## config.mk

```make
export PLATFORM = sky130hd
export DESIGN_NAME = ranked_signal_list_top
export DESIGN_NICKNAME = d
export VERILOG_FILES = /design/src/rtl/rsl_pkg.sv /design/src/rtl/ranked_signal_list_top.sv /design/src/rtl/rsl_cell.sv
export VERILOG_INCLUDE_DIRS = /design/src /design/src/rtl
export SDC_FILE = /design/constraint.sdc
export NUM_CORES = 1
export LEC_CHECK = 0
export BUFFER_PORTS_ARGS = -buffer_cell sky130_fd_sc_hd__buf_2
export CAP_MARGIN = 20
export CORE_ASPECT_RATIO = 1.4
export CORE_MARGIN = 1
export CORE_UTILIZATION = 54
export DETAILED_ROUTE_END_ITERATION = 16
export GPL_TIMING_DRIVEN = 1
export MAX_ROUTING_LAYER = met4
export PLACE_DENSITY = 0.78
export SYNTH_ARGS = -nofsm -noshare
export SYNTH_HDL_FRONTEND = slang
export SYNTH_SLANG_ARGS = --single-unit
```

## constraint.sdc

```tcl
create_clock -name clk -period 5.9 [get_ports clk]
set_input_delay 1.18 -clock clk [delete_from_list [all_inputs] [get_ports clk]]
set_output_delay 1.18 -clock clk [all_outputs]
set_load 0.01 [all_outputs]
```

## src/rtl/assert_macros.svh

```systemverilog
// Assertion macros shared by the RTL files of the ranked signal list.
// Each macro expects signals named clk and rst in the including module.
`ifndef ASSERT_MACROS_SVH
`define ASSERT_MACROS_SVH

// Concurrent check on the rising clock, held off while reset is high.
`define RSL_ASSERT(label, prop, msg) \
  label: assert property (@(posedge clk) disable iff (rst) prop) else $error(msg);

// Condition that must never be seen at a clock edge outside reset.
`define RSL_NEVER(label, cond, msg) \
  `RSL_ASSERT(label, !(cond), msg)

`endif

```

## src/rtl/rsl_pkg.sv

```systemverilog
// Package for the ranked signal list: item types, op codes, defaults and
// the dBm to quality conversion. No dependencies.
package rsl_pkg;

  localparam int unsigned MAX_ENTRIES_DEF = 16;

  localparam logic [1:0] OP_CLEAR  = 2'd0;
  localparam logic [1:0] OP_INSERT = 2'd1;
  localparam logic [1:0] OP_READ   = 2'd2;
  localparam logic [1:0] OP_NOP    = 2'd3;

  localparam logic signed [7:0] DBM_FLOOR = -8'sd100;
  localparam logic signed [7:0] DBM_CEIL  = -8'sd50;
  localparam logic [6:0]        QUAL_MAX  = 7'd100;

  typedef struct packed {
    logic [1:0]        op;
    logic signed [7:0] signal_dbm;
    logic [15:0]       entry_tag;
    logic [3:0]        read_index;
  } req_item_t;

  typedef struct packed {
    logic        accepted;
    logic [3:0]  position;
    logic [4:0]  list_count;
    logic        read_valid;
    logic [15:0] read_tag;
    logic [6:0]  read_quality;
  } rsp_item_t;

  typedef struct packed {
    logic [15:0] tag;
    logic [6:0]  quality;
  } entry_t;

  // Insert command broadcast to every cell.
  typedef struct packed {
    logic   en;
    entry_t entry;
  } ins_cmd_t;

  function automatic logic [6:0] dbm_to_quality(input logic signed [7:0] dbm);
    logic signed [8:0] offs;
    logic [6:0]        q;
    offs = 9'(dbm) + 9'sd100;
    if (dbm <= DBM_FLOOR) begin
      q = '0;
    end else if (dbm >= DBM_CEIL) begin
      q = QUAL_MAX;
    end else begin
      q = {offs[5:0], 1'b0};
    end
    return q;
  endfunction

endpackage

```

## src/rtl/ranked_signal_list_top.sv

```systemverilog
// Ranked signal list: a row of rsl_cell slots kept sorted by quality,
// highest first, with an entry count and a registered result. Uses rsl_pkg.
//
// Usage: one request channel (req_valid, req_stall, req) and one result
// channel (rsp_valid, rsp_stall, rsp). Every accepted request gives exactly
// one result item. Ops: clear, insert (dBm converted to a 0..100 quality),
// read at an index, and a no-op that reports the count only.
// The result is registered on the edge that takes the request. Throughput
// is one item per cycle while the receiver does not stall; an insert
// compares and shifts all cells in parallel. The next request is taken
// while the result register is free or is being drained in the same cycle.
// When the receiver stalls, the result holds and req_stall rises until it
// is taken. Reset empties the list and drops any pending result; slot
// contents are left as they are and become readable only once written.
module ranked_signal_list_top #(
  parameter int unsigned MAX_ENTRIES = rsl_pkg::MAX_ENTRIES_DEF
) (
  input  logic               clk,
  input  logic               rst,
  input  logic               req_valid,
  output logic               req_stall,
  input  rsl_pkg::req_item_t req,
  output logic               rsp_valid,
  input  logic               rsp_stall,
  output rsl_pkg::rsp_item_t rsp
);

  `include "assert_macros.svh"

  localparam int unsigned IW = (MAX_ENTRIES > 1) ? $clog2(MAX_ENTRIES) : 1;
  localparam int unsigned CW = $clog2(MAX_ENTRIES + 1);

  logic [CW-1:0]          count;
  logic [CW-1:0]          count_next;
  logic                   take;
  logic [6:0]             new_quality;
  rsl_pkg::ins_cmd_t      ins;
  logic [MAX_ENTRIES-1:0] weaker;
  logic [MAX_ENTRIES-1:0] left_weaker;
  logic [MAX_ENTRIES-1:0] boundary;
  rsl_pkg::entry_t        cell_entry [MAX_ENTRIES];
  rsl_pkg::entry_t        left_entry [MAX_ENTRIES];
  logic [IW-1:0]          ins_pos;
  logic                   ins_ok;
  logic                   grow;
  logic                   rd_hit;
  rsl_pkg::entry_t        rd_entry;
  logic [CW+3:0]          count_ext;
  logic [IW+3:0]          pos_ext;
  rsl_pkg::rsp_item_t     rsp_next;

  assign req_stall = rsp_valid && rsp_stall;
  assign take      = req_valid && !req_stall;

  assign new_quality     = rsl_pkg::dbm_to_quality(req.signal_dbm);
  assign ins.en          = take && (req.op == rsl_pkg::OP_INSERT) && (new_quality != '0);
  assign ins.entry.tag     = req.entry_tag;
  assign ins.entry.quality = new_quality;

  for (genvar j = 0; j < MAX_ENTRIES; j++) begin : g_cell
    if (j == 0) begin : g_head
      assign left_weaker[j] = 1'b0;
      assign left_entry[j]  = ins.entry;
    end else begin : g_body
      assign left_weaker[j] = weaker[j-1];
      assign left_entry[j]  = cell_entry[j-1];
    end

    rsl_cell u_cell (
      .clk         (clk),
      .ins         (ins),
      .occupied    (CW'(j) < count),
      .left_weaker (left_weaker[j]),
      .left_entry  (left_entry[j]),
      .weaker      (weaker[j]),
      .entry       (cell_entry[j])
    );

    assign boundary[j] = weaker[j] && !left_weaker[j];
  end

  assign ins_ok = ins.en && (|weaker);
  assign grow   = ins_ok && (count != CW'(MAX_ENTRIES));

  // Boundary is one-hot at most, so OR the matching index together.
  always_comb begin
    ins_pos = '0;
    for (int j = 0; j < MAX_ENTRIES; j++) begin
      if (boundary[j]) begin
        ins_pos = ins_pos | IW'(j);
      end
    end
  end

  assign rd_hit = {{4{1'b0}}, count} > {{CW{1'b0}}, req.read_index};

  always_comb begin
    rd_entry = '0;
    for (int j = 0; j < MAX_ENTRIES; j++) begin
      if ({{CW{1'b0}}, req.read_index} == (CW+4)'(j)) begin
        rd_entry = cell_entry[j];
      end
    end
  end

  always_comb begin
    count_next = count;
    if (take) begin
      unique case (req.op) inside
        rsl_pkg::OP_CLEAR: begin
          count_next = '0;
        end
        rsl_pkg::OP_INSERT: begin
          if (grow) begin
            count_next = count + 1'b1;
          end
        end
        rsl_pkg::OP_READ, rsl_pkg::OP_NOP: begin
          count_next = count;
        end
        default: begin
          count_next = count;
        end
      endcase
    end
  end

  assign count_ext = {{4{1'b0}}, count_next};
  assign pos_ext   = {{4{1'b0}}, ins_pos};

  always_comb begin
    rsp_next            = '0;
    rsp_next.list_count = count_ext[4:0];
    if (req.op == rsl_pkg::OP_INSERT && ins_ok) begin
      rsp_next.accepted = 1'b1;
      rsp_next.position = pos_ext[3:0];
    end
    if (req.op == rsl_pkg::OP_READ && rd_hit) begin
      rsp_next.read_valid   = 1'b1;
      rsp_next.read_tag     = rd_entry.tag;
      rsp_next.read_quality = rd_entry.quality;
    end
  end

  always_ff @(posedge clk) begin
    if (rst) begin
      count     <= '0;
      rsp_valid <= 1'b0;
    end else begin
      count <= count_next;
      if (take) begin
        rsp_valid <= 1'b1;
      end else if (!rsp_stall) begin
        rsp_valid <= 1'b0;
      end
    end
  end

  always_ff @(posedge clk) begin
    if (take) begin
      rsp <= rsp_next;
    end
  end

  `RSL_NEVER(a_count_bound, count > CW'(MAX_ENTRIES), "entry count above capacity")
  `RSL_ASSERT(a_single_slot, $onehot0(boundary), "more than one insert slot")
  `RSL_ASSERT(a_take_gives_rsp, take |=> rsp_valid, "accepted item gave no result")
  `RSL_ASSERT(a_count_grows, grow |=> count == $past(count) + 1'b1, "insert did not grow count")
  `RSL_NEVER(a_nop_no_ins, ins.en && req.op != rsl_pkg::OP_INSERT, "insert enabled on other op")

endmodule

```

## src/rtl/rsl_cell.sv

```systemverilog
// One slot of the sorted list: holds an entry and decides on insert whether
// to keep it, take the new entry or take its left neighbor. Uses rsl_pkg.
module rsl_cell (
  input  logic              clk,
  input  rsl_pkg::ins_cmd_t ins,
  input  logic              occupied,
  input  logic              left_weaker,
  input  rsl_pkg::entry_t   left_entry,
  output logic              weaker,
  output rsl_pkg::entry_t   entry
);

  // Empty slots count as weaker so the new item lands at the tail.
  assign weaker = !(occupied && (entry.quality >= ins.entry.quality));

  always_ff @(posedge clk) begin
    if (ins.en && weaker) begin
      entry <= left_weaker ? left_entry : ins.entry;
    end
  end

endmodule

```

# Word level (Yosys, flattened, before mapping)
# Index checks and enable logic that the tools add are counted.
[op_classes] addsub=2 n_lt_le_gt_ge=35 n_eq_ne=19 mux=55 reduce_logical=76
[ops] op="two-way mux 23 bit" n=31
[ops] op="greater-or-equal comparator 7 bit" n=16
[ops] op="logical AND 1 bit" n=55
[ops] op="< comparator 4 x 5 -> 1 bit, first input constant" n=8
[ops] op="== test 4 bit, second input constant" n=8
[ops] op="two-way mux 4 bit" n=8
[ops] op="two-way mux 24 bit" n=1
[ops] op="< comparator 3 x 5 -> 1 bit, first input constant" n=4
[ops] op="zero test 1 bit" n=17
[ops] op="== test 4 x 3 -> 1 bit, second input constant" n=4
[ops] op="OR reduction 16 bit" n=1
[ops] op="two-way mux 5 bit" n=3
[ops] op="two-way mux 7 bit" n=2
[ops] op="two-way mux 3 bit" n=4
[ops] op="< comparator 1 x 5 -> 1 bit, first input constant" n=2
[ops] op="< comparator 2 x 5 -> 1 bit, first input constant" n=2
[ops] op="case mux 5 bit (2 select lines)" n=1
[ops] op="== test 4 x 2 -> 1 bit, second input constant" n=2
[ops] op="greater-or-equal comparator 8 x 7 -> 1 bit, second input constant" n=1
[ops] op="less-or-equal comparator 8 bit, second input constant" n=1
[ops] op="nonzero test 7 bit" n=1
[ops] op="adder 6 bit, second input constant" n=1
[ops] op="adder 5 x 1 -> 5 bit, second input constant" n=1
[ops] op="> comparator 5 x 4 -> 1 bit" n=1
[ops] op="other kinds (9)" n=12
[word_totals] ff_bits=408 inputBits=34 output_inout_bits=36

# Depth between registers and ports, before layout
[depth] ltp_word=23 depth_mapped=17 ltp_nobuf=15

# Hierarchy
# Synthesis repeated with hierarchy kept, for this count alone.
[unflattened] cells_unflattened=1931 hier_area_um2=23613.9
[by_module_without_submodules] mod="rsl_cell" n_inst=16 cells_per_inst=81 area_per_inst_um2=1147.4 seq_area_each_um2=690.7
[by_module_without_submodules] mod="ranked_signal_list_top" n_inst=1 cells_per_inst=635 area_per_inst_um2=5256.3 seq_area_each_um2=1141.1

# Worst setup path after synthesis
# OpenSTA, ideal clock, no wires.
[synth_timing] path_kind="input -> register" start="input req[22] (netlist bit)" end="register g_cell[10].u_cell.entry[10] (netlist bit) (enable)" setup_ns=0.403 arrival_time_ns=5.295 slack_ns=0.202 cell_stages=14 path_cell_list="ha_1 o211ai_1 a21o_1 a21oi_1 nand2_1 clkbuf_1 inv_1 ha_1 nand2b_1 a2111oi_0 nor3_1 o31ai_2 clkbuf_1 nor2b_1"
[synth_lines] item="start: declaration" line_no="ranked_signal_list_top.sv:22" rtl="input rsl_pkg::req_item_t req,"
[synth_lines] item="end signal: assignment" line_no="rsl_cell.sv:18" rtl="entry <= left_weaker ? left_entry : ins.entry;"
[synth_lines] item="end: declaration" line_no="rsl_cell.sv:10" rtl="output rsl_pkg::entry_t entry"

==> summary.txt <==
CTS
  – Clock tree buffer depth: 3
  – Total of cells resized after clock tree synthesis: 0
  – Root buffer cell: sky130_fd_sc_hd__clkbuf_16
  – Number of clock sinks: 391
  – Clock insertion delay at the later pin of the skew report: between 0.5 and 0.6 ns
  – CTS tree: done
  – Post-CTS Setup Inserts: 0
  – Number of buffers created by CTS: 39
  – CTS clock-pin slew for the worst setup and hold paths: 0.07 ns
  – Count of hold buffers inserted by post-cts repair: 0
  – Number of H-tree levels: 2

Synth
  – Total standard cell area after synthesis: 21710 um2
  – Avg Inst Size Synth: 11.64 um2
  – YS warnings: 0
  – Main combinational cell family by area after synthesis: multiplexers
  – Most frequent cells after synthesis: sky130_fd_sc_hd__edfxtp_1, sky130_fd_sc_hd__nand2_1, sky130_fd_sc_hd__mux2_2
  – Largest cells by area after synthesis: sky130_fd_sc_hd__edfxtp_1, sky130_fd_sc_hd__mux2_2, sky130_fd_sc_hd__ha_1
  – Synth async-reset ratio: 0%
  – Synthesized-area fraction occupied by adder cells: under 10%
  – Sequential fraction of the synthesis area: 53.82%
  – Cell taking the most area after synthesis: sky130_fd_sc_hd__edfxtp_1
  – Synthesized net count: around 2000
  – Synthesized-area fraction occupied by and/or/nand/nor cells: between 10% and 20%
  – Post-synthesis xor/xnor area fraction: 0%
  – Post-synthesis compound-gate area fraction: approximately an eighth
  – Predominant post-synthesis flop cell: sky130_fd_sc_hd__edfxtp_1
  – Distinct cell type count of the synthesized netlist: just under 70
  – Gate count after technology mapping: approximately 1900
  – Number of register bits inferred by synthesis: 391
  – Multiplexer share of the synthesized area: between 10% and 20%
  – Number of enable flip-flop cells after synthesis: 385
  – Most frequently used cell type in the post-synthesis netlist: sky130_fd_sc_hd__edfxtp_1
  – Proportion of netlist area held by the largest area contributor: 53.26%

Global routing
  – Largest net degree at the start of global routing: 65
  – GRT Overall Usage: 29.32%
  – Initial antenna violation count: 1
  – Global-route wire length before repair: 89.06 mm
  – Number of global-route vias before repair: 15820
  – Leftover overflow at the end of global routing: 0

Route
  – Wirelength per Cell: 23.17 um
  – Detail Route Antenna Nets: 0
  – DRC violation total after the first TritonRoute iteration: 1630
  – Number of design rule violations left after detail routing: 0
  – Via count: roughly 16000
  – Routed via count divided by cell count: 6.414
  – Total wire length after detailed routing: 57.12 mm
  – Drt first pass iters: 8

Setup path
  – Buffers plus inverters on the worst setup path: 2
  – Endpoint of the most critical register-to-register path: rsp[5]
  – Signal arrival time at the worst endpoint: approximately 5.3 ns
  – R2R setup slack: 2.63 ns
  – Kind of start point of the critical path: input pin
  – End point of the critical path: rsp[27]
  – Worst r2r path cells: 9
  – Capturing element type of the critical path: register
  – Largest fanout on the critical path: 17
  – Crit Path Class: input pin to register
  – Cell class contributing the biggest share of worst-path delay: compound AO/OA/AOI/OAI gates
  – Required @ worst endpoint: 6.16 ns
  – Delay contributed by the slowest stage of the critical path: 0.62 ns
  – Number of cells on the critical path: 16
  – Slowest CP cell: sky130_fd_sc_hd__inv_1
  – Reg-to-reg startpoint: count[1]
  – Crit path cell chain: buf_2, ha_1, o211ai_1, a21o_1, a21oi_1, nand2_1, inv_1, ha_1, nand2b_1, a2111oi_0, o21ai_0, o211ai_1, nor4_1, and4b_1, o31ai_1, a31oi_1
  – Worst setup path startpoint: req[22]

Place
  – Final weighted congestion of routability-driven global placement: ~0.96
  – Placed instance area: 22870 um2
  – Setup Slack @ Placement: roughly 0.44 ns
  – Half-perimeter wire length after placement: 40.82 mm
  – Number of instances in the placed design: 2393
  – Port Buffers: 68

Timing
  – Worst clock skew on the final layout: 0.02277 ns
  – Max Transition Viols Final: 0
  – Final Hold Viols: 0
  – Max-slew headroom at the worst pin: 25.34%
  – Slew at the pin closest to its max-slew limit: between 1 and 1.5 ns
  – Final Cycle Share: 85.37%
  – Min Clock Period, post-route: 5.037 ns
  – Sum Neg Setup Slack: 0 ns
  – Number of setup violations in the final report: 0
  – Final critical-path setup slack: 0.8631 ns
  – Highest clock rate: 0.1985 GHz
  – Setup repair after global routing missed its margin: false

Floorplanning
  – Num ports: 70
  – Die Span Y: between 200 and 250 um
  – Overall die area: between 40000 and 50000 um2
  – Floorplan row count: 86
  – Area of the core region: 39490 um2
  – Starting density of the core: 54.96%
  – X dimension of the die: 171.4 um

Cells and area
  – Number of non-filler instances in the completed layout: 2465
  – Finished Core Util: 61.30%
  – Nets@finish: 2044
  – Final design area excluding fillers: 24210 um2
  – Synthesis-to-finish area growth: 11.52%
  – Fraction of final layout cells sized beyond drive strength 1: 23.66%
  – Fill cell total of the finished layout: 2995

Run status
  – Outcome: completed

Power and ir drop
  – Maximum resistive drop on vdd: 236.8 uV
  – LEAKAGE: 9.104 nW
  – Power per unit of standard cell area: 261.6 nW/um2

Hold path
  – Tightest Hold Check Type: register to register

Run
  – Number of max-cap violations: 0
==> sequential cells by signal, summed over array words and instances (netlist names) <==
name,flops
rsp,33
g_cell.u_cell.entry,352
rsp_valid,1
count,5
==> stage by stage <==
stage / power (mW) / hold WS [ns]
6_report: 6.332 / 0.5460
5_1_grt: 6.485 / 0.5605
4_1_cts: 6.327 / 0.5361
3_5_place_dp: 3.780 / 0.5300
3_3_place_gp: 3.755 / 0.5150
2_1_floorplan: 3.564 / 0.5082
==> how the worst min path moves through the flow <==
| stage | slack, ns | depth (start not counted) | startpoint | end |
|---|---|---|---|---|
| 2_1_floorplan | 0.51 | 2 | g_cell[13].u_cell.entry[9] | g_cell[14].u_cell.entry[9] |
| 4_1_cts | 0.54 | 2 | g_cell[6].u_cell.entry[8] | g_cell[7].u_cell.entry[8] |
| 6_report | 0.55 | 2 | g_cell[11].u_cell.entry[8] | g_cell[12].u_cell.entry[8] |
| 5_1_grt | 0.56 | 2 | g_cell[13].u_cell.entry[9] | g_cell[14].u_cell.entry[9] |
| 3_3_place_gp | 0.51 | 2 | g_cell[6].u_cell.entry[16] | g_cell[7].u_cell.entry[16] |
| 3_5_place_dp | 0.53 | 2 | g_cell[6].u_cell.entry[16] | g_cell[7].u_cell.entry[16] |
==> tightest hold or removal path: cells and delay by family, from the launching register on <==
| kind | cells | cell delay, ns |
|---|---|---|
| flip-flops | 1 | 0.34 |
| AND/OR/NAND/NOR | 2 | 0.10 |
==> placed cells by master (no fill, tap or decap), types with 12 or more instances in the layout <==
master                        n
sky130_fd_sc_hd__nor3_1      27
sky130_fd_sc_hd__ha_1       103
sky130_fd_sc_hd__nor2_1      91
sky130_fd_sc_hd__o21a_1      12
sky130_fd_sc_hd__clkinv_1    12
sky130_fd_sc_hd__a31oi_1     13
sky130_fd_sc_hd__edfxtp_1   385
sky130_fd_sc_hd__buf_2       66
sky130_fd_sc_hd__o21ai_0    152
sky130_fd_sc_hd__nand2b_1    18
sky130_fd_sc_hd__inv_1       38
sky130_fd_sc_hd__clkbuf_16   40
sky130_fd_sc_hd__mux2_2     211
sky130_fd_sc_hd__o211ai_1    14
sky130_fd_sc_hd__nand2_1    293
sky130_fd_sc_hd__mux4_2      23
sky130_fd_sc_hd__buf_4       62
sky130_fd_sc_hd__a21oi_1     88
sky130_fd_sc_hd__o22ai_1     26
sky130_fd_sc_hd__mux2i_1     32
sky130_fd_sc_hd__a2111oi_0   15
sky130_fd_sc_hd__nand3_1     15
==> layer usage <==
layer,part of all wire [%],track usage [%],vias up
li1,-,-,7155
met1,37,35.03,7681
met2,51,49.22,803
met3,7.6,3.470,172
met4,4.8,13.88,0
met5,0,-,-
==> layout make-up <==
class	count	area, um2	area share [%]
multi-input cells	1299	9470	39.12
clock inverters	25	291.5	1.204
flip-flops and latches	391	11680	48.26
inverters	42	157.7	0.6513
diodes	1	2.502	0.01034
repair buffers	134	923.4	3.815
well taps	528	660.6	2.729
clock buffers	45	1020	4.213
==> where the power goes <==
group / total [mW] / leakage, nW / switching [mW] / internal [mW]
Sequential: 3.17 / 3.60 / 0.0434 / 3.13
Clock: 2.59 / 0.637 / 1.09 / 1.51
Combinational: 0.566 / 4.86 / 0.363 / 0.203
==> cells by family (layout without fill, tap and decap cells) <==
family | count (synthesis) | after routing
and+or+nand+nor | 508 | 508
muxes | 266 | 266
buffers and inverters | 174 | 246
other | 1 | 2
AOI/OAI and AO/OA | 421 | 421
adders and majority gates | 103 | 103
DFF | 391 | 391
(Power assumes the default switching activity.)
